--- src/rtl/core/osm_pkg.sv ---
package osm_pkg;

  localparam int DIST_FRAC_BITS = 8;
  localparam int ANGLE_BITS     = 16;
  localparam int CORDIC_STEPS   = 30;
  localparam int SQRT_STEPS     = 24;
  localparam int QUEUE_DEPTH    = 2;
  localparam int ADDR_W         = 5;

  localparam logic signed [33:0] CORDIC_GAIN = 34'sd652032874;
  localparam logic [16:0]        ONE_Q16     = 17'd65536;

  localparam logic [16:0] RST_MIN_CONF  = 17'd32768;
  localparam logic [22:0] RST_MAX_RANGE = 23'd12800;
  localparam logic [22:0] RST_LANE      = 23'd384;
  localparam logic [15:0] RST_REACT     = 16'd128;
  localparam logic [15:0] RST_DECEL     = 16'd1536;

  typedef enum logic [2:0] {
    REG_MIN_CONF  = 3'd0,
    REG_MAX_RANGE = 3'd1,
    REG_LANE      = 3'd2,
    REG_REACT     = 3'd3,
    REG_DECEL     = 3'd4
  } osm_reg_e;

  typedef enum logic {
    ST_IDLE,
    ST_RUN
  } osm_state_e;

  typedef struct packed {
    logic [16:0] min_confidence;
    logic [22:0] max_range;
    logic [22:0] lane_half_width;
    logic [15:0] reaction_time;
    logic [15:0] max_decel;
  } cfg_t;

  typedef struct packed {
    logic [15:0]        id;
    logic signed [23:0] fwd;
    logic signed [23:0] left;
    logic               conf_ok;
    logic               lane_ok;
    logic [15:0]        heading;
    logic signed [31:0] pose_x;
    logic signed [31:0] pose_y;
    logic [15:0]        speed;
    logic               last;
  } item_t;

  function automatic logic [31:0] atan_lut(input logic [4:0] i);
    logic [31:0] v;
    case (i)
      5'd0:    v = 32'h20000000;
      5'd1:    v = 32'h12E4051E;
      5'd2:    v = 32'h09FB385B;
      5'd3:    v = 32'h051111D4;
      5'd4:    v = 32'h028B0D43;
      5'd5:    v = 32'h0145D7E1;
      5'd6:    v = 32'h00A2F61E;
      5'd7:    v = 32'h00517C55;
      5'd8:    v = 32'h0028BE53;
      5'd9:    v = 32'h00145F2F;
      5'd10:   v = 32'h000A2F98;
      5'd11:   v = 32'h000517CC;
      5'd12:   v = 32'h00028BE6;
      5'd13:   v = 32'h000145F3;
      5'd14:   v = 32'h0000A2FA;
      5'd15:   v = 32'h0000517D;
      5'd16:   v = 32'h000028BE;
      5'd17:   v = 32'h0000145F;
      5'd18:   v = 32'h00000A30;
      5'd19:   v = 32'h00000518;
      5'd20:   v = 32'h0000028C;
      5'd21:   v = 32'h00000146;
      5'd22:   v = 32'h000000A3;
      5'd23:   v = 32'h00000051;
      5'd24:   v = 32'h00000029;
      5'd25:   v = 32'h00000014;
      5'd26:   v = 32'h0000000A;
      5'd27:   v = 32'h00000005;
      5'd28:   v = 32'h00000003;
      5'd29:   v = 32'h00000001;
      default: v = 32'h00000000;
    endcase
    return v;
  endfunction

  function automatic logic [31:0] sat32(input logic signed [63:0] v);
    logic [31:0] r;
    if (v > 64'sd2147483647) begin
      r = 32'h7FFFFFFF;
    end else if (v < -64'sd2147483648) begin
      r = 32'h80000000;
    end else begin
      r = v[31:0];
    end
    return r;
  endfunction

endpackage

--- src/rtl/core/osm_front.sv ---
module osm_front (
  input  logic               in_valid_i,
  output logic               in_stall_o,
  input  logic [15:0]        detection_id_i,
  input  logic signed [23:0] forward_dist_i,
  input  logic signed [23:0] left_dist_i,
  input  logic [16:0]        confidence_i,
  input  logic [15:0]        heading_i,
  input  logic signed [31:0] pose_x_i,
  input  logic signed [31:0] pose_y_i,
  input  logic [15:0]        speed_kph_i,
  input  logic               last_item_i,
  input  osm_pkg::cfg_t      cfg_i,
  input  logic               q_full_i,
  output logic               q_push_o,
  output osm_pkg::item_t     q_item_o
);
  import osm_pkg::*;

  logic [23:0] abs_left;

  assign in_stall_o = q_full_i;
  assign q_push_o   = in_valid_i && !q_full_i;
  assign abs_left   = left_dist_i[23] ? 24'(-left_dist_i) : 24'(left_dist_i);

  always_comb begin
    q_item_o.id      = detection_id_i;
    q_item_o.fwd     = forward_dist_i;
    q_item_o.left    = left_dist_i;
    q_item_o.conf_ok = (confidence_i >= cfg_i.min_confidence) && (confidence_i <= ONE_Q16);
    q_item_o.lane_ok = !forward_dist_i[23] && (abs_left <= {1'b0, cfg_i.lane_half_width});
    q_item_o.heading = heading_i;
    q_item_o.pose_x  = pose_x_i;
    q_item_o.pose_y  = pose_y_i;
    q_item_o.speed   = speed_kph_i;
    q_item_o.last    = last_item_i;
  end

endmodule

--- config.mk ---
export PLATFORM = sky130hd
export DESIGN_NAME = osm_front
export DESIGN_NICKNAME = d
export VERILOG_FILES = /design/src/rtl/core/osm_pkg.sv /design/src/rtl/core/osm_front.sv
export SDC_FILE = /design/constraint.sdc
export NUM_CORES = 1
export LEC_CHECK = 0
export BUFFER_PORTS_ARGS = -buffer_cell sky130_fd_sc_hd__buf_4
export CORE_AREA = 2 2 171 173
export DETAILED_ROUTE_END_ITERATION = 7
export DIE_AREA = 0 0 173 175
export SKIP_LAST_GASP = 1
export SLEW_MARGIN = 20
export SYNTH_ARGS = -nofsm -noshare
export SYNTH_HDL_FRONTEND = slang
export SYNTH_SLANG_ARGS = --single-unit
export TNS_END_PERCENT = 30
--- constraint.sdc ---
create_clock -name vclk -period 6
set_input_delay 0.6 -clock vclk [all_inputs]
set_output_delay 0.6 -clock vclk [all_outputs]
set_load 0.1 [all_outputs]
---- Yosys cells after proc, flatten, opt, wreduce, memory -nomap -nowiden ----
Index checks and enable logic that the tools add are counted.
cells by class
  reduce and logical (&&, ||, !) cells .... 5
  add/subtract/negate cells ............... 1
  multiplexer cells ....................... 1
  order comparisons ....................... 3
operators by type and width
  operator                                                     number
  24-bit by 23-bit less-or-equal comparator with 1-bit output  1
  24-bit two-way mux                                           1
  24-bit negator                                               1
  17-bit >= comparator                                         1
  17-bit less-or-equal comparator, second input constant       1
  1-bit logical AND                                            3
  1-bit zero test                                              2
storage, ports and cells
  flip-flop bits (word level) ............. 0
  output and inout port bits .............. 165
  logic and storage cells ................. 10

---- Logic depth before layout (Yosys ltp) ----
Gate-level depths: netlist (run 1).
  depth in word-level cells ............... 4
  depth in mapped cells ................... 13
  gate-level depth less buffers ........... 13

---- Least setup slack after synthesis (run 1) ----
Ideal clock, no wire load.
  kind .................................... input -> output
  from .................................... input port left_dist_i[3]
  to ...................................... output port q_item_o[97] in the netlist's numbering
  path buffers ............................ 0
  arrival ................................. 5,621 ps
  stages on the path ...................... 10
  path slack .............................. -221 ps
  data required time ...................... 5,400 ps
  path through ............................ or4_4 or3_4 or3_4 o21ai_0 xnor2_1 ha_1 nand2_1 or3_1 or4_1 a211oi_1
RTL lines
  element      RTL line         source
  from (decl)  osm_front.sv:6   input logic signed [23:0] left_dist_i,
  to (decl)    osm_front.sv:16  output osm_pkg::item_t q_item_o

==> impl_metrics.toml, run 1 <==
[place]
dp_slack_ns = 1.025
hpwl_um = 7221
dp.cells = 698
placed_area_um2 = 2851
gp_congestion = 0.7886
portBuffers = 113

[finish]
area_delta_synth_final_pct = 4.108
final_util_pct = 10.05
clkbuf_count = 0
post_route_cells_drive_above_1_share_pct = 38.85
finalNonFillerCells = 699
final_nets = 632
n_sequential_cell = 0
postLayoutCellArea_um2 = 2854
regArea_um2 = 0

[pwr]
combPwrFrac_pct = 100.0
clockPowerShare_pct = 0
p_sw_mw = 0.1584
seq_power_share_pct = 0
finalPower_mw = 0.2564
powerDensity_nw_per_um2 = 89.84
p_int_mw = 0.09795
p_leak_nw = 1.311
ir_worst_vdd_mv = 0.03802
switching_share_pct = 61.80

[timing]
hold_viol = 0
worstMarginPinSlew_ns = 0.5650
timing.final.ws_setup_ns = 1.053
slew_headroom_pct = 61.80
min_period_ns = 4.947
fmax_ghz = 0.2022
worst_hold_slack_ns = 1.200
rsz0062_at_grt = "no"
setup_tns_ns = 0
setup_viol_count_final = 0
min_period_over_period_pct = 82.44
finalMaxSlewViolations = 0

[drt]
drt-pass1-iter-count = 4
drc = 0
wl_met2_um = 3596
drtIter0Drc = 48
wl_met1_um = 2729
wire_per_inst_um = 11.44
wl_met3_um = 1073
via_per_inst = 2.910
vias = 2034
totalWireLength_um = 7998
top_layer = "met4"
ant_nets = 0

[cts]
postCtsHoldBufs = 0
cts_resized = 0
post-cts-setup-buffer-count = 0

[setup_path]
crit_chain = "buf_4, or4_4, or3_4, or3_4, o21ai_0, xnor2_1, ha_1, nand2_1, or3_1, or4_1, a211oi_2, buf_4"
end_kind = "output pin"
slowest_delay_ns = 0.54
required_ns = 5.40
critical_path.startpoint = "left_dist_i[3]"
cp_slowest_cell = "or4_4"
worstSetupPathType = "in2out"
cp_max_fo = 6
critPathArrivalTime_ns = 4.35
crit_path_start_kind = "input pin"

[flow_run]
cap_violations = 0

[global_routing]
grt_use_total_pct = 4.852
grt_pass1_wl_um = 11700
grt_pass1_vias = 2100
grt_overflow_total = 0
antenna_found_initial = 2
grt_max_degree = 26

[logic_synthesis]
yosysWarningCount = 0
seq_area_frac_synth_pct = 0
synth_cells = 365
avgSynthCellArea_um2 = 7.511
synth_area_um2 = 2741
ys_types = 37
syn-num-nets = 681

[floorplanning]
initial_core_util_pct = 9.655
die_h_um = 175
die_area_um2 = 30280
core_um2 = 28390
die_x_um = 173
rows = 62
pin_count = 440

[hold_path]
min_path_type = "in2out"
worstHoldStart = "pose_y_i[8]"

[status]
status = "completed"
==> routing by layer <==
layer | GRT usage (%) | vias up
li1 | - | 966
met4 | 3.390 | 0
met2 | 7.950 | 115
met1 | 4.822 | 881
met5 | 0 | -
met3 | 2.415 | 72
==> critical path, delay by kind of cell <==
kind / cells / cell delay (ns)
adders and majority gates: 1 / 0.30
and+or+nand+nor: 6 / 2.36
xor gates and xnor gates: 1 / 0.12
AOI/OAI and AO/OA: 2 / 0.50
buffers and inverters: 2 / 0.46
==> synth_stat cells, drive strengths merged <==
| library cell | count | area share, % |
|---|---|---|
| xnor2 | 21 | 6.7 |
| nand4 | 6 | 1.4 |
| or4 | 5 | 1.5 |
| clkbuf | 1 | 0.14 |
| a211oi | 4 | 1.1 |
| nor4b | 1 | 0.32 |
| nor4 | 4 | 0.91 |
| o41ai | 3 | 1.6 |
| and3 | 1 | 0.23 |
| a221oi | 3 | 0.96 |
| or3 | 8 | 2.6 |
| nor3b | 1 | 0.27 |
| nor2 | 2 | 0.27 |
| nor2b | 2 | 0.46 |
| a2111o | 1 | 0.41 |
| nand2b | 2 | 0.46 |
| a21oi | 8 | 1.5 |
| o21a | 1 | 0.27 |
| nand3 | 2 | 0.37 |
| and2 | 1 | 0.23 |
| nand2 | 7 | 0.96 |
| a41oi | 1 | 0.32 |
| o31ai | 6 | 2.0 |
| a21o | 5 | 1.4 |
| buf | 163 | 45 |
| o211ai | 2 | 0.55 |
| o31a | 2 | 0.64 |
| o21bai | 1 | 0.27 |
| inv | 42 | 5.8 |
| nor3 | 1 | 0.18 |
| ha | 41 | 19 |
| o21ai | 17 | 3.1 |
==> cell type report <==
class	instances	area, µm²
diodes	1	2.502
fillers	3340	25540
inverters	42	157.7
multi-input cells	159	1365
well taps	384	480.5
repair buffers	113	848.3
==> cell families after synthesis <==
kind of cell               synth area share [%]
adders and majority gates                 18.71
xor gates and xnor gates                  6.709
buffers and inverters                     50.39
AOI/OAI and AO/OA                         14.10
and+or+nand+nor                           10.09
==> layout by cell type, fill, tap and decap left out, types with 3 or more instances in the layout <==
master and count:
o21ai_0 17, or3_1 4, buf_4 113, a211oi_1 3
a21oi_1 8, ha_1 41, nand2_1 7, inv_1 42
xnor2_1 21, nor4_1 4, nand4_1 6, or3_4 4
a221oi_1 3, a21o_1 5, o31ai_1 4, or4_1 4
==> final timing paths <==
path,to,slack [ns],cells past startpoint
max,q_item_o[97],1.05,12
min,q_item_o[25],1.20,0
==> power by group through the flow <==
stage	registers [mW]	clock network [mW]	logic, mW
after floorplan	0	0	0.605
after global placement	0	0	0.256
after detailed placement	0	0	0.259
after CTS	0	0	0.260
after global routing	0	0	0.280
final	0	0.0000000224	0.256
No activity file was read; power rests on OpenSTA's default activity.
==> run 2, diff against run 1 <==
--- a/config.mk
+++ b/config.mk
@@ -6,9 +6,9 @@
 export NUM_CORES = 1
 export LEC_CHECK = 0
 export BUFFER_PORTS_ARGS = -buffer_cell sky130_fd_sc_hd__buf_4
-export CORE_AREA = 2 2 171 173
+export CORE_AREA = 2 2 170 172
 export DETAILED_ROUTE_END_ITERATION = 7
-export DIE_AREA = 0 0 173 175
+export DIE_AREA = 0 0 172 174
 export SKIP_LAST_GASP = 1
 export SLEW_MARGIN = 20
 export SYNTH_ARGS = -nofsm -noshare
==> constraint.sdc (replaced) <==
create_clock -name vclk -period 4
set_input_delay 0.4 -clock vclk [all_inputs]
set_output_delay 0.4 -clock vclk [all_outputs]
set_load 0.1 [all_outputs]
==> impl_metrics.toml, run 2 (synthesis results as in run 1) <==
[status]
status = "finished with violations"
violations = "setup timing"

[timing]
rsz0062_at_grt = "yes"
slew_headroom_pct = 66.95
finalMaxSlewViolations = 0
worstMarginPinSlew_ns = 0.4889
hold_viol = 0
fmax_ghz = 0.2413
timing.final.ws_setup_ns = -0.1441
min_period_over_period_pct = 103.6
setup_viol_count_final = 1
min_period_ns = 4.144

[finish]
post_route_cells_drive_above_1_share_pct = 45.83
mostFrequentLayoutCells = "buf_4 (130), inv_1 (42), ha_1 (41)"
final_nets = 654
regArea_um2 = 0
final_util_pct = 11.06
final_common_cell = "buf_4"
area_delta_synth_final_pct = 13.97
finalNonFillerCells = 720
n_sequential_cell = 0
diodes = 0
postLayoutCellArea_um2 = 3124
clkbuf_count = 0
multi_input_area_um2 = 1445
fillers = 3322

[floorplanning]
pin_count = 440
die_area_um2 = 29930
die_h_um = 174
core_um2 = 28240
die_x_um = 172
initial_core_util_pct = 9.708
rows = 62

[pwr]
finalPower_mw = 0.4227
ir_worst_vdd_mv = 0.05328
powerDensity_nw_per_um2 = 135.3
p_leak_nw = 1.443

[place]
dp.cells = 716
hpwl_um = 8107
portBuffers = 113
gp_congestion = 0.7069
placed_area_um2 = 3002

[setup_path]
critPathArrivalTime_ns = 3.74
worstSetupPathType = "in2out"
path_buf_inv = 2
critPathTopFamily = "simple AND/OR/NAND/NOR gates"
crit_path_start_kind = "input pin"
cp_max_fo = 4
crit_top_cell = "or3_4"
cp_slowest_cell = "or4_4"
end_kind = "output pin"
required_ns = 3.60
crit_chain = "buf_6, or4_4, or3_4, or3_4, o41ai_4, xnor2_1, ha_1, a21o_1, a221oi_2, o31a_1, o211ai_1, a211oi_4, buf_12"
critical_path.startpoint = "left_dist_i[6]"
cp-endpoint = "q_item_o[97]"
slowest_delay_ns = 0.54
cp.depth = 13

[global_routing]
grt_overflow_total = 0
antenna_found_initial = 0
grt_use_met2_pct = 9.622
grt_use_met3_pct = 2.049
met1_usage_pct = 5.146
grt_use_total_pct = 5.505
grt_pass1_wl_um = 12400
grt_max_degree = 26
grt_pass1_vias = 2189
top_usage_layer = "met2"

[flow_run]
cap_violations = 0

[drt]
drtIter0Drc = 67
totalWireLength_um = 9078
drt-pass1-iter-count = 4
wire_per_inst_um = 12.61
ant_nets = 0
vias = 2200
drc = 0
via_per_inst = 3.056

[cts]
postCtsHoldBufs = 0

[hold_path]
whs_path_depth = 0
min_path_type = "in2out"
-- run 2: where the power goes --
| part | switching, mW | internal [mW] | total [mW] |
|---|---|---|---|
| Clock | 0 | 0 | 0 |
| Sequential | 0 | 0 | 0 |
| Combinational | 0.252 | 0.171 | 0.423 |
| Total | 0.252 | 0.171 | 0.423 |
-- run 2: what timing repair did --
item                       CTS  global route
pin swaps                   12             8
resized for setup           13             6
cloned                       0             0
setup endpoints to repair    1             1
buffers inserted             3             1
-- run 2: metrics by stage --
stage / hold slack (ns) / worst slack [ns] / TNS (ns)
after CTS: 0.8007 / -0.2844 / -0.2844
after floorplan: 0.9073 / -0.4052 / -0.4052
final: 0.8000 / -0.1441 / -0.1441
after global routing: 0.8002 / -0.3208 / -0.3208
after global placement: 0.8007 / -0.3892 / -0.3892
after detailed placement: 0.8007 / -0.4067 / -0.4067
-- run 2: per-layer routing --
metal,vias up,share of wire [%]
li1,1003,-
met1,946,32
met2,185,47
met3,66,12
met4,0,8.1
met5,-,0
-- run 2: cell type report --
cell class	count	area share, %
Timing Repair Buffer	135	33.32
Tap cell	384	15.38
Inverter	42	5.046
Multi-Input combinational cell	159	46.26
-- run 2: worst min-delay path by stage --
stage	endpoint	startpoint
after floorplan	q_item_o[97]	forward_dist_i[23]
after global placement	q_item_o[126]	forward_dist_i[3]
after detailed placement	q_item_o[126]	forward_dist_i[3]
after CTS	q_item_o[126]	forward_dist_i[3]
after global routing	q_item_o[50]	pose_x_i[1]
final	q_item_o[14]	speed_kph_i[13]
==> run 3, diff against run 2 <==
--- a/config.mk
+++ b/config.mk
@@ -9,6 +9,7 @@
 export CORE_AREA = 2 2 170 172
 export DETAILED_ROUTE_END_ITERATION = 7
 export DIE_AREA = 0 0 172 174
+export REMOVE_ABC_BUFFERS = 1
 export SKIP_LAST_GASP = 1
 export SLEW_MARGIN = 20
 export SYNTH_ARGS = -nofsm -noshare
==> constraint.sdc (replaced) <==
create_clock -name vclk -period 4
set_input_delay 0.6 -clock vclk [all_inputs]
set_output_delay 0.6 -clock vclk [all_outputs]
set_load 0.1 [all_outputs]
==> impl_metrics.toml, run 3 (synthesis results as in run 1) <==
[status]
status = "finished with violations"
violations = "setup timing"

[timing]
setup_tns_ns = -0.5994
min_period_ns = 4.599
min_period_over_period_pct = 115.0
setup_viol_count_final = 1
hold_viol = 0
timing.final.ws_setup_ns = -0.5994
fmax_ghz = 0.2174
finalMaxSlewViolations = 0
rsz0062_at_grt = "yes"
worst_hold_slack_ns = 1.200
slew_headroom_pct = 72.53
worstMarginPinSlew_ns = 0.4063

[setup_path]
path_buf_inv = 3
cp.depth = 14
critPathTopFamily = "simple AND/OR/NAND/NOR gates"
cp_slowest_cell = "or4_4"
crit_chain = "buf_4, or4_4, or3_4, or3_4, buf_4, o41ai_4, xnor2_1, ha_1, a21o_1, a221oi_2, o31a_1, o211ai_1, a211oi_2, buf_6"
cp_max_fo = 4
cp-endpoint = "q_item_o[97]"
critical_path.startpoint = "left_dist_i[3]"
required_ns = 3.40
slowest_delay_ns = 0.54
critPathArrivalTime_ns = 4.00
crit_path_start_kind = "input pin"
worstSetupPathType = "in2out"
end_kind = "output pin"

[drt]
vias = 2333
totalWireLength_um = 28600
drt-pass1-iter-count = 4
drtIter0Drc = 78
wire_per_inst_um = 39.13
ant_nets = 0
drc = 0
via_per_inst = 3.192

[finish]
regArea_um2 = 0
final_common_cell = "buf_4"
post_route_cells_drive_above_1_share_pct = 45.24
final_util_pct = 11.04
area_delta_synth_final_pct = 13.69
final_nets = 665
diodes = 0
multi_input_area_um2 = 1379
n_sequential_cell = 0
clkbuf_count = 0
fillers = 3312
mostFrequentLayoutCells = "buf_4 (145), inv_1 (42), ha_1 (41)"
postLayoutCellArea_um2 = 3117

[floorplanning]
pin_count = 440
die_h_um = 174
rows = 62
core_um2 = 28240
initial_core_util_pct = 9.708
die_area_um2 = 29930
die_x_um = 172

[place]
dp_slack_ns = -0.7180
hpwl_um = 27880
gp_congestion = 0.9300
placed_area_um2 = 3094
portBuffers = 113

[global_routing]
met1_usage_pct = 5.490
top_usage_layer = "met2"
grt_pass1_wl_um = 32900
grt_use_met2_pct = 35.17
grt_use_met3_pct = 19.97
grt_pass1_vias = 2331
grt_use_total_pct = 18.27
antenna_found_initial = 0
grt_max_degree = 26
grt_overflow_total = 0

[pwr]
ir_worst_vdd_mv = 0.03397
powerDensity_nw_per_um2 = 132.1
p_leak_nw = 1.468

[cts]
post-cts-setup-buffer-count = 0
postCtsHoldBufs = 0

[flow_run]
cap_violations = 0

[hold_path]
min_path_type = "in2out"
[run 3: timing repair]
item	4_1_cts	5_1_grt
pin swaps	0	2
gates resized for setup	6	1
endpoints found under the setup margin	1	1
[run 3: worst min path at each step]
stage	from	cells past startpoint	endpoint	slack, ns
after floorplan	q_full_i	0	in_stall_o	1.20
after global placement	speed_kph_i[4]	0	q_item_o[5]	1.20
after detailed placement	speed_kph_i[4]	0	q_item_o[5]	1.20
after CTS	speed_kph_i[4]	0	q_item_o[5]	1.20
after global routing	pose_y_i[2]	0	q_item_o[19]	1.20
final	pose_y_i[2]	0	q_item_o[19]	1.20
[run 3: power breakdown]
part / leakage, nW / internal, mW / switching [mW] / total (mW)
Clock: 0 / 0 / 0 / 0
Combinational: 1.47 / 0.166 / 0.245 / 0.412
Sequential: 0 / 0 / 0 / 0
[run 3: final cells by class]
cell class | count | share of cell area [%]
Multi-Input combinational cell | 159 | 44.24
Tap cell | 384 | 15.42
Inverter | 42 | 5.058
Timing Repair Buffer | 146 | 35.29
[run 3: per-layer routing]
metal / share of wire [%] / vias to the layer above / wire length, µm
met2: 53 / 277 / 15080
met1: 10 / 968 / 2942
met3: 25 / 58 / 7097
li1: - / 1028 / -
met4: 12 / 2 / 3395
met5: 0.29 / - / 83
[run 3: per-stage QoR]
stage               instances  power (mW)
floorplan                 201      0.1408
global placement          731      0.4053
detailed placement        731      0.4091
CTS                       731      0.4155
global route              731      0.4493
finish                    731      0.4117
