==> src/rtl/core/osm_pkg.sv <==
package osm_pkg;

  localparam int DIST_FRAC_BITS = 8;
  localparam int ANGLE_BITS     = 16;
  localparam int CORDIC_STEPS   = 30;
  localparam int SQRT_STEPS     = 24;
  localparam int QUEUE_DEPTH    = 2;
  localparam int ADDR_W         = 5;

  localparam logic signed [33:0] CORDIC_GAIN = 34'sd652032874;
  localparam logic [16:0]        ONE_Q16     = 17'd65536;

  localparam logic [16:0] RST_MIN_CONF  = 17'd32768;
  localparam logic [22:0] RST_MAX_RANGE = 23'd12800;
  localparam logic [22:0] RST_LANE      = 23'd384;
  localparam logic [15:0] RST_REACT     = 16'd128;
  localparam logic [15:0] RST_DECEL     = 16'd1536;

  typedef enum logic [2:0] {
    REG_MIN_CONF  = 3'd0,
    REG_MAX_RANGE = 3'd1,
    REG_LANE      = 3'd2,
    REG_REACT     = 3'd3,
    REG_DECEL     = 3'd4
  } osm_reg_e;

  typedef enum logic {
    ST_IDLE,
    ST_RUN
  } osm_state_e;

  typedef struct packed {
    logic [16:0] min_confidence;
    logic [22:0] max_range;
    logic [22:0] lane_half_width;
    logic [15:0] reaction_time;
    logic [15:0] max_decel;
  } cfg_t;

  typedef struct packed {
    logic [15:0]        id;
    logic signed [23:0] fwd;
    logic signed [23:0] left;
    logic               conf_ok;
    logic               lane_ok;
    logic [15:0]        heading;
    logic signed [31:0] pose_x;
    logic signed [31:0] pose_y;
    logic [15:0]        speed;
    logic               last;
  } item_t;

  function automatic logic [31:0] atan_lut(input logic [4:0] i);
    logic [31:0] v;
    case (i)
      5'd0:    v = 32'h20000000;
      5'd1:    v = 32'h12E4051E;
      5'd2:    v = 32'h09FB385B;
      5'd3:    v = 32'h051111D4;
      5'd4:    v = 32'h028B0D43;
      5'd5:    v = 32'h0145D7E1;
      5'd6:    v = 32'h00A2F61E;
      5'd7:    v = 32'h00517C55;
      5'd8:    v = 32'h0028BE53;
      5'd9:    v = 32'h00145F2F;
      5'd10:   v = 32'h000A2F98;
      5'd11:   v = 32'h000517CC;
      5'd12:   v = 32'h00028BE6;
      5'd13:   v = 32'h000145F3;
      5'd14:   v = 32'h0000A2FA;
      5'd15:   v = 32'h0000517D;
      5'd16:   v = 32'h000028BE;
      5'd17:   v = 32'h0000145F;
      5'd18:   v = 32'h00000A30;
      5'd19:   v = 32'h00000518;
      5'd20:   v = 32'h0000028C;
      5'd21:   v = 32'h00000146;
      5'd22:   v = 32'h000000A3;
      5'd23:   v = 32'h00000051;
      5'd24:   v = 32'h00000029;
      5'd25:   v = 32'h00000014;
      5'd26:   v = 32'h0000000A;
      5'd27:   v = 32'h00000005;
      5'd28:   v = 32'h00000003;
      5'd29:   v = 32'h00000001;
      default: v = 32'h00000000;
    endcase
    return v;
  endfunction

  function automatic logic [31:0] sat32(input logic signed [63:0] v);
    logic [31:0] r;
    if (v > 64'sd2147483647) begin
      r = 32'h7FFFFFFF;
    end else if (v < -64'sd2147483648) begin
      r = 32'h80000000;
    end else begin
      r = v[31:0];
    end
    return r;
  endfunction

endpackage

==> src/rtl/core/osm_regs.sv <==
module osm_regs (
  input  logic                       clk_i,
  input  logic                       rst_ni,
  input  logic                       psel,
  input  logic                       penable,
  input  logic                       pwrite,
  input  logic [osm_pkg::ADDR_W-1:0] paddr,
  input  logic [31:0]                pwdata,
  output logic [31:0]                prdata,
  output logic                       pready,
  output osm_pkg::cfg_t              cfg_o
);
  import osm_pkg::*;

  cfg_t cfg_q;
  logic wr_en;

  assign wr_en  = psel && penable && pwrite;
  assign pready = 1'b1;
  assign cfg_o  = cfg_q;

  always_ff @(posedge clk_i or negedge rst_ni) begin
    if (!rst_ni) begin
      cfg_q.min_confidence  <= RST_MIN_CONF;
      cfg_q.max_range       <= RST_MAX_RANGE;
      cfg_q.lane_half_width <= RST_LANE;
      cfg_q.reaction_time   <= RST_REACT;
      cfg_q.max_decel       <= RST_DECEL;
    end else if (wr_en) begin
      unique case (paddr[ADDR_W-1:2])
        REG_MIN_CONF:  cfg_q.min_confidence  <= pwdata[16:0];
        REG_MAX_RANGE: cfg_q.max_range       <= pwdata[22:0];
        REG_LANE:      cfg_q.lane_half_width <= pwdata[22:0];
        REG_REACT:     cfg_q.reaction_time   <= pwdata[15:0];
        REG_DECEL:     cfg_q.max_decel       <= pwdata[15:0];
        default: ;
      endcase
    end
  end

  always_comb begin
    unique case (paddr[ADDR_W-1:2])
      REG_MIN_CONF:  prdata = {15'b0, cfg_q.min_confidence};
      REG_MAX_RANGE: prdata = {9'b0, cfg_q.max_range};
      REG_LANE:      prdata = {9'b0, cfg_q.lane_half_width};
      REG_REACT:     prdata = {16'b0, cfg_q.reaction_time};
      REG_DECEL:     prdata = {16'b0, cfg_q.max_decel};
      default:       prdata = '0;
    endcase
  end

endmodule

==> config.mk <==
export PLATFORM = sky130hd
export DESIGN_NAME = osm_regs
export DESIGN_NICKNAME = d
export VERILOG_FILES = /design/src/rtl/core/osm_pkg.sv /design/src/rtl/core/osm_regs.sv
export SDC_FILE = /design/constraint.sdc
export NUM_CORES = 1
export LEC_CHECK = 0
export BUFFER_PORTS_ARGS = -buffer_cell sky130_fd_sc_hd__buf_2
export CELL_PAD_IN_SITES_DETAIL_PLACEMENT = 2
export CELL_PAD_IN_SITES_GLOBAL_PLACEMENT = 2
export CORE_ASPECT_RATIO = 1.25
export CORE_MARGIN = 8
export CORE_UTILIZATION = 33
export CTS_BUF_LIST = sky130_fd_sc_hd__clkbuf_4
export DETAILED_ROUTE_END_ITERATION = 16
export PLACE_DENSITY_LB_ADDON = 0.1
export REMOVE_ABC_BUFFERS = 1
export SYNTH_ARGS = -nofsm -noshare
export SYNTH_HDL_FRONTEND = slang
export SYNTH_SLANG_ARGS = --single-unit
==> constraint.sdc <==
create_clock -name clk_i -period 1.99 [get_ports clk_i]
set_clock_uncertainty 0.2 [all_clocks]
set_input_delay 0.199 -clock clk_i [delete_from_list [all_inputs] [get_ports clk_i]]
set_output_delay 0.199 -clock clk_i [all_outputs]
set_load 0.01 [all_outputs]
# Word-level counts from Yosys, hierarchy flattened
# Index checks and enable logic that the tools add are counted.
# classes
bitwise	0
eq_ne	4
div	0
n_shift	0
n_mul	0
magnitude_cmp	0
n_addsub	0
n_reduce_logical	8
n_mux	1
# ops
op	n
one-hot mux 23 bit (5 select lines)	1
AND reduction 2 bit	5
equality test 3 x 2 -> 1 bit (second input constant)	2
equality test 3 x 1 -> 1 bit (second input constant)	1
equality test 3 bit (second input constant)	1
zero test 3 bit	1
logical AND 1 bit	2
# totals
output_inout_bits	128
latchBits	0
n_memories	0
rom_bits	0
mem_bits_rw	0
regBits	95

# Depth between registers and ports, before layout
# Gate-level depths: netlist of the first run.
# logic_depth
ltp_word	3
mapped_depth	6
depth_no_buf	3

# Least setup slack after synthesis of the first run
# No wires, ideal clock.
# synth_path
path_kind	input port to output port
startpoint	in paddr[2] (netlist bit)
endpoint	out prdata[10]
t_required_ns	1.591
path_buffers	3
arrival_ns	1.385
path_slack_ns	0.206
path_stages	6
cell_sequence	buf_2 nor2b_1 clkbuf_1 clkbuf_1 a22oi_1 o21ai_0
# synth_between
elab_chain_len	2
elab_cells_between_ends	6
# synth_lines
element	line_no	rtl
start, declared	osm_regs.sv:7	input logic [osm_pkg::ADDR_W-1:0] paddr,
equality test 3 bit (tied with other cells)	osm_regs.sv:42	unique case (paddr[ADDR_W-1:2])
one-hot mux 23 bit (5 select lines) (*)	osm_regs.sv:42	
end, declared	osm_regs.sv:9	output logic [31:0] prdata,
# Mark *: on every way between the ends. The rest lies on a longest branch, timed or not.

# Worst setup path after layout of the first run
# layout_path
startpoint	reg cfg_q, in the netlist cfg_o[45]
endpoint	out prdata[13]
# layout_between
elab_chain_len	1
# layout_lines
element	line_no	rtl
start, declared	osm_regs.sv:15	cfg_t cfg_q;
one-hot mux 23 bit (5 select lines)	osm_regs.sv:42	
# Every way passes these cells.

==> flow_summary.yaml, run 1 <==
synthesis:
  synth_seq_cells: 95
  synthAdderAreaFrac: 0
  ys_seq_area_frac: 0.536
  synth_area_leader_cell: "dfrtp_1"
  syn_inst: 322
  ys_warn_count: 0
  synth_edf_count: 0
  synthMuxAreaShare: 0.291
  synth_ff_type: "dfrtp_1"
  synth_top_cell_area_share: 0.483
  synth_xor_area_frac: 0
  syn_area_um2: 4450
  synth_compound_area_frac: 0.0879
  synth_cell_types: 29
  synth_area_leaders: "dfrtp_1 48%, mux2_2 26%, dfstp_2 5.3%, a22oi_1 3.5%, mux2_4 3.4%"
  synth-simple-area-share: 0.0354
  async_flop_share: 1.00
  synth_top_family_by_area: "multiplexers"
  syn_area_per_cell_um2: 13.8
clocking:
  clkSinkCount: 95
  clock_latency_ns: 0.45
  path_clk_slew_ns: 0.16
  clockBufferDepth: 2
  cts_tree: "done"
  cts_max_level: 3
  cts_root_buf: "clkbuf_4"
  cts_buffers: 9
cells_and_area:
  nNetsFinal: 586
  layout_common_cells: "147 x buf_2, 95 x mux2_2, 86 x dfrtp_1, 61 x buf_4, 24 x dlygate4sd3_1"
  largest_reg_flops: 95
  syn_to_final_growth_pct: 39.2
  fin_cells: 720
  drive_gt1_frac: 0.652
  n_antenna_cell: 0
  layout_commonest_cell: "buf_2"
  final.fill_count: 1395
grt:
  grt_usage: 0.180
  overflow: 0
  grt_max_degree: 56
  antenna_found_initial: 0
  first_global_vias: 4108
  grt_first_pass_wirelength_um: 24400
detailed_routing:
  ant_nets: 0
  dr.pass1.iters: 4
  drt_iter0_markers: 86
  drc_errors: 0
  wirelength_um: 15900
  via_per_inst: 5.00
  wire_per_inst_um: 22.1
  via_count: 3602
power_and_ir_drop:
  p_per_area_nw_per_um2: 875
  power.total_mw: 5.43
  max-vdd-ir-drop_mv: 0.299
  p_leak_nw: 3.15
setup_path:
  end_kind: "primary output"
  crit_path_start_kind: "flip-flop"
  required_ns: 1.59
  cp_max_fo: 3
  critical_path_class: "reg -> out"
  cp.arrival_ns: 1.58
floorplan:
  row_count: 47
  fp.dieH_um: 146
  die_w_um: 120
  io_pins: 170
  die_area_um2: 17500
  start_util: 0.337
  core_um2: 13200
hold_path:
  hp-class: "in -> async"
placed_design:
  place_congestion: 0.722
  pre_cts_ws_ns: 0.0264
  place_inst: 646
  post-dp-hpwl_um: 11200
  port_buffers: 148
sta:
  max_clock_freq_mhz: 505
  finalHoldViolations: 0
  rsz0062_at_grt: "true"
  post-route-min-period_ns: 1.98
  worst_slack_ns: 0.0116
  setup_tns_ns: 0
  slew_violations: 0
  setup_viol: 0
  post-route-period-util: 0.994
flow_run:
  max_cap_viol_count: 0
outcome:
  status: "completed"
==> worst paths after layout <==
check / from / endpoint / slack (ns) / depth (start not counted)
max: cfg_o[45] / prdata[13] / 0.01 / 4
min reg2reg: cfg_o[47] / cfg_o[47] / 0.35 / 1
min in group clk_i: penable / cfg_o[20] / 0.10 / 4
min: rst_ni / cfg_o[17] / 0.03 / 3
max reg2reg: cfg_o[18] / cfg_o[18] / 0.76 / 3
max in group asynchronous: rst_ni / cfg_o[64] / 1.20 / 3
==> routing by layer <==
metal | GRT usage | vias up | wire length (um)
met5 | 0 | - | 0
met4 | 0.0582 | 0 | 232
met3 | 0.0481 | 17 | 882
met2 | 0.311 | 107 | 8190
met1 | 0.212 | 1859 | 6610
li1 | - | 1619 | -
==> synth_stat cells (all sizes together) (2+ instances only) <==
library cell / instances
buf: 23
dfstp: 9
nor2b: 5
a32oi: 16
nor3b: 2
clkbuf: 11
a22oi: 21
o21ai: 16
mux2: 111
nor2: 8
conb: 2
nand2: 3
dfrtp: 86
==> layout make-up <==
cell class | instances | area, um2 | area share
Clock buffer | 9 | 67.6 | 0.0109
Clock inverter | 7 | 53.8 | 0.00868
Inverter | 1 | 3.75 | 0.000606
Multi-Input combinational cell | 200 | 1940 | 0.312
Sequential cell | 95 | 2390 | 0.385
Tap cell | 171 | 214 | 0.0345
Timing Repair Buffer | 237 | 1530 | 0.247
==> logic make-up (layout without fill, tap and decap cells) <==
kind of cell	after synthesis	after routing
flip-flops	95	95
buffers and inverters	35	254
AO/OA/AOI/OAI	55	55
other	2	10
AND/OR/NAND/NOR	23	23
multiplexers	112	112
==> worst max-delay path, cell delays in order, from the launching register on <==
cell and delay, ns:
dfrtp_1 0.43, mux2_4 0.28, a32oi_2 0.16, o21ai_1 0.09, buf_2 0.16
==> report_power, final <==
group,internal [mW],switching [mW]
sequential,2.33,0.291
combinational,0.967,0.842
clock,0.275,0.720
total,3.57,1.85
==> per-stage QoR <==
| stage | hold slack [ns] | instance area [um2] | utilization |
|---|---|---|---|
| 2_1_floorplan | -0.297 | 4280 | - |
| 3_3_place_gp | 0.00578 | 5550 | 0.420 |
| 3_5_place_dp | 0.00653 | 5550 | 0.420 |
| 4_1_cts | 0.00109 | 6090 | 0.460 |
| 5_1_grt | 0.0221 | 6200 | 0.468 |
| 6_report | 0.0273 | 6200 | 0.468 |
==> timing repair <==
item / 4_1_cts / 5_1_grt
hold endpoints to repair: 190 / 0
endpoints found under the setup margin: 14 / 16
hold buffers: 24 / 0
pin swaps: 1 / 4
gates resized for setup: 12 / 8
setup buffers: 22 / 12
(Power assumes the default switching activity.)
==> run 2, diff against run 1 <==
CORE_ASPECT_RATIO = not set   (was 1.25)
MAX_ROUTING_LAYER = met4   (was not set)
==> run 2 against run 1 <==
Critical path depth stayed put. Sequential share of layout area is 0.40 points lower. Register-to-register slack hardly changed. Critical path type unchanged. Highest routed layer unchanged.
==> flow_summary.yaml, run 2 (synthesized netlist as in run 1, its figures left out) <==
setup_path:
  critical_path_class: "reg -> out"
  r2r_slack_ns: 0.77
  ff2ff_path_depth: 3
  end_kind: "primary output"
  crit_path_start_kind: "flip-flop"
  cp.arrival_ns: 1.58
  cp_max_fo: 2
  required_ns: 1.59
placed_design:
  place_inst: 652
  post_dp_cell_area_um2: 5550
  place_congestion: 0.752
  port_buffers: 148
  post-dp-hpwl_um: 11300
power_and_ir_drop:
  p_per_area_nw_per_um2: 881
  p_leak_nw: 3.18
  max-vdd-ir-drop_mv: 0.380
detailed_routing:
  via_count: 3607
  drt_iter0_markers: 133
  wire_per_inst_um: 22.1
  dr.pass1.iters: 4
  ant_nets: 0
  drc_errors: 0
  wirelength_um: 16100
  via_per_inst: 4.95
clocking:
  path_clk_slew_ns: 0.15
  clockBufferDepth: 2
  cts_root_buf: "clkbuf_4"
  cts_max_level: 3
  cts_tree: "done"
  cts_buffers: 9
  clock_latency_ns: 0.46
  clkSinkCount: 95
sta:
  max_clock_freq_mhz: 504
  post-route-period-util: 0.996
  slew_violations: 0
  finalHoldWorstSlack_ns: 0.131
  rsz0062_at_grt: "true"
  finalHoldViolations: 0
  post-route-min-period_ns: 1.98
  setup_viol: 0
cells_and_area:
  layout_common_cells: "147 x buf_2, 94 x mux2_2, 86 x dfrtp_1, 64 x buf_4, 25 x dlygate4sd3_1"
  nNetsFinal: 589
  final.fill_count: 1365
  postLayoutCellArea_um2: 6260
  drive_gt1_frac: 0.659
  seqCellArea_um2: 2390
  fin_cells: 729
  layout_commonest_cell: "buf_2"
  multi_input_area_um2: 1970
  syn_to_final_growth_pct: 40.7
  largest_reg_flops: 95
grt:
  grt_max_degree: 35
  grt_first_pass_wirelength_um: 24900
  overflow: 0
  grt_usage: 0.189
  antenna_found_initial: 1
  first_global_vias: 4087
hold_path:
  hp-class: "in -> reg"
  min_path_cells: 4
floorplan:
  die_w_um: 132
  core_um2: 13200
  io_pins: 170
  start_util: 0.338
  row_count: 42
  die_area_um2: 17500
  fp.dieH_um: 132
flow_run:
  max_cap_viol_count: 0
outcome:
  status: "completed"
## run 2: cell types whose count changed in the layout (fill, tap and decap cells not counted), moves of 2 or more
cell	before	now
buf_4	61	64
o21ai_1	14	16
inv_6	3	0
a32oi_2	1	4
a32oi_1	15	12
o21ai_0	2	0
clkbuf_4	9	11
## run 2: timing repair
action,CTS,global route
pin swaps,0,3
cloned,0,0
resized for setup,6,22
setup buffers,22,13
setup endpoints to repair,13,17
hold buffers,25,0
endpoints found under the hold margin,186,0
## run 2: final cells by class
class                      instances  share of cell area
sequential                        95               0.381
clock inverter                     5             0.00799
timing repair buffer             240               0.247
multi-input combinational        200               0.314
clock buffer                      11              0.0132
inverter                           1            0.000599
tap                              176              0.0352
antenna                            1            0.000400
## run 2: final timing paths
check	start	end
max	cfg_o[46]	prdata[14]
min	penable	cfg_o[24]
max reg2reg	cfg_o[36]	cfg_o[36]
min reg2reg	cfg_o[28]	cfg_o[28]
max in group asynchronous	rst_ni	cfg_o[64]
min in group asynchronous	rst_ni	cfg_o[47]
## run 2: critical path: stages (launching register included)
cell and delay (ns):
dfrtp_1 0.41, mux2_4 0.27, a32oi_2 0.17, o21ai_1 0.11
buf_2 0.15
## run 2: power breakdown
part           switching [mW]  internal [mW]  total [mW]
logic                   0.848          0.983        1.83
clock network           0.652          0.402        1.05
registers               0.300           2.33        2.63
## run 2: metal layers
metal,GRT usage,up-vias,share of wire
met1,0.219,1871,0.43
met5,-,-,0
met2,0.321,98,0.51
met4,0.0613,0,0.013
met3,0.0366,13,0.042
li1,-,1625,-
## run 2: per-stage QoR
step	TNS (ns)	util	power (mW)	setup WS, ns
final	0	0.475	5.52	0.00778
after global routing	-0.517	0.475	5.83	-0.0729
after CTS	-0.0290	0.463	5.45	-0.0290
after detailed placement	0	0.421	4.23	0.0857
after global placement	0	0.421	4.17	0.104
after floorplan	-6.54	-	3.37	-0.143
==> run 3, diff against run 2 <==
CORE_UTILIZATION = 35   (was 33)
clock period = 2.35 ns   (was 1.99 ns; I/O delays follow)
==> run 3 against run 2 <==
Hold slack worse by 0.038 ns. Critical path type is now in -> out. Routed wire length shrank 9.6%. Utilization shrank 1.1 points. Die area decreased by 5.0%. Critical endpoint is now prdata[7]. Clock power down 25%.
==> flow_summary.yaml, run 3 (synthesized netlist as in run 1, its figures left out) <==
clocking:
  path_clk_slew_ns: 0.14
  cts_buffers: 9
  cts_tree: "done"
  clock_latency_ns: 0.44
  clkSinkCount: 95
  holdBufCountCts: 24
  cts_resized: 0
  cts_setup_buffers: 0
  cts_max_level: 3
  clockBufferDepth: 2
  cts_root_buf: "clkbuf_4"
placed_design:
  place_inst: 639
  place_congestion: 0.722
  post_dp_cell_area_um2: 5460
  post-dp-hpwl_um: 10700
  pre_cts_ws_ns: 0.179
  port_buffers: 148
detailed_routing:
  wire_per_inst_um: 21.5
  via_per_inst: 5.00
  via_count: 3402
  dr.pass1.iters: 5
  drc_errors: 0
  wirelength_um: 14600
  ant_nets: 0
  drt_iter0_markers: 121
power_and_ir_drop:
  max-vdd-ir-drop_mv: 0.313
  p_leak_nw: 2.90
  p_per_area_nw_per_um2: 742
  power.total_mw: 4.31
cells_and_area:
  layout_commonest_cell: "buf_2"
  syn_to_final_growth_pct: 30.4
  final.fill_count: 1289
  largest_reg_flops: 95
  fin_cells: 680
  postLayoutCellArea_um2: 5810
  drive_gt1_frac: 0.619
  final_core_util: 0.464
  nNetsFinal: 544
  layout_common_cells: "147 x buf_2, 101 x mux2_2, 86 x dfrtp_1, 24 x dlygate4sd3_1, 22 x buf_4"
floorplan:
  row_count: 41
  die_area_um2: 16600
  die_w_um: 129
  io_pins: 170
  core_um2: 12500
  start_util: 0.356
  fp.dieH_um: 129
grt:
  met3_usage: 0.0451
  grt_max_degree: 55
  grt_usage: 0.185
  antenna_found_initial: 1
  gr-max-usage-layer: "met2"
  use_met2: 0.290
  first_global_vias: 3895
  grt_first_pass_wirelength_um: 22800
  met1_usage: 0.230
  overflow: 0
sta:
  post-route-period-util: 0.915
  worstMarginPinSlew_ns: 0.902
  worst_slack_ns: 0.199
  slew_violations: 0
  setup_viol: 0
  post-route-min-period_ns: 2.15
  max_clock_freq_mhz: 465
  rsz0062_at_grt: "false"
  slew_headroom: 0.398
  finalHoldWorstSlack_ns: 0.0925
  setup_tns_ns: 0
  finalHoldViolations: 0
setup_path:
  cp.arrival_ns: 1.72
  crit_path_start_kind: "input pin"
  end_kind: "primary output"
  required_ns: 1.91
  cp_max_fo: 16
  critical_path_class: "in -> out"
hold_path:
  hp-class: "in -> async"
outcome:
  status: "completed"
flow_run:
  max_cap_viol_count: 0
-- run 3: cell count changes in the layout (fill, tap and decap cells not counted), moves of 2 or more --
cell / previous run / this run
buf_4: 64 / 22
o21ai_0: 0 / 15
o21ai_1: 16 / 1
mux2_2: 94 / 101
mux2_4: 17 / 10
a32oi_1: 12 / 16
a32oi_2: 4 / 0
buf_12: 4 / 2
clkbuf_4: 11 / 13
-- run 3: routing by layer --
metal,wire length (um),vias up
met4,198,0
li1,-,1539
met2,7030,112
met1,6440,1731
met3,931,20
met5,0,-
-- run 3: worst paths after layout --
check	from	slack (ns)	depth (start not counted)	to
max reg2reg	cfg_o[78]	1.34	1	cfg_o[78]
min reg2reg	cfg_o[19]	0.34	1	cfg_o[19]
min in group clk_i	penable	0.28	5	cfg_o[22]
max	paddr[4]	0.20	5	prdata[7]
min	rst_ni	0.09	2	cfg_o[30]
max in group asynchronous	rst_ni	1.09	3	cfg_o[23]
-- run 3: critical path: stages --
cell and delay, ns:
buf_2 0.20, nor2_2 0.72, a32oi_1 0.22, o21ai_1 0.16, buf_2 0.17
-- run 3: layout make-up --
type	instances	area (um2)	area share
Sequential cell	95	2390	0.411
Multi-Input combinational cell	200	1910	0.328
Timing Repair Buffer	195	1180	0.203
Tap cell	172	215	0.0371
Clock buffer	13	97.6	0.0168
Clock inverter	3	11.3	0.00194
Inverter	1	3.75	0.000646
Antenna cell	1	2.50	0.000431
-- run 3: power by group --
part	leakage (nW)	internal [mW]	switching, mW
logic	1.64	0.657	0.635
clock network	0.0645	0.258	0.528
registers	1.19	1.98	0.257
total	2.90	2.89	1.42
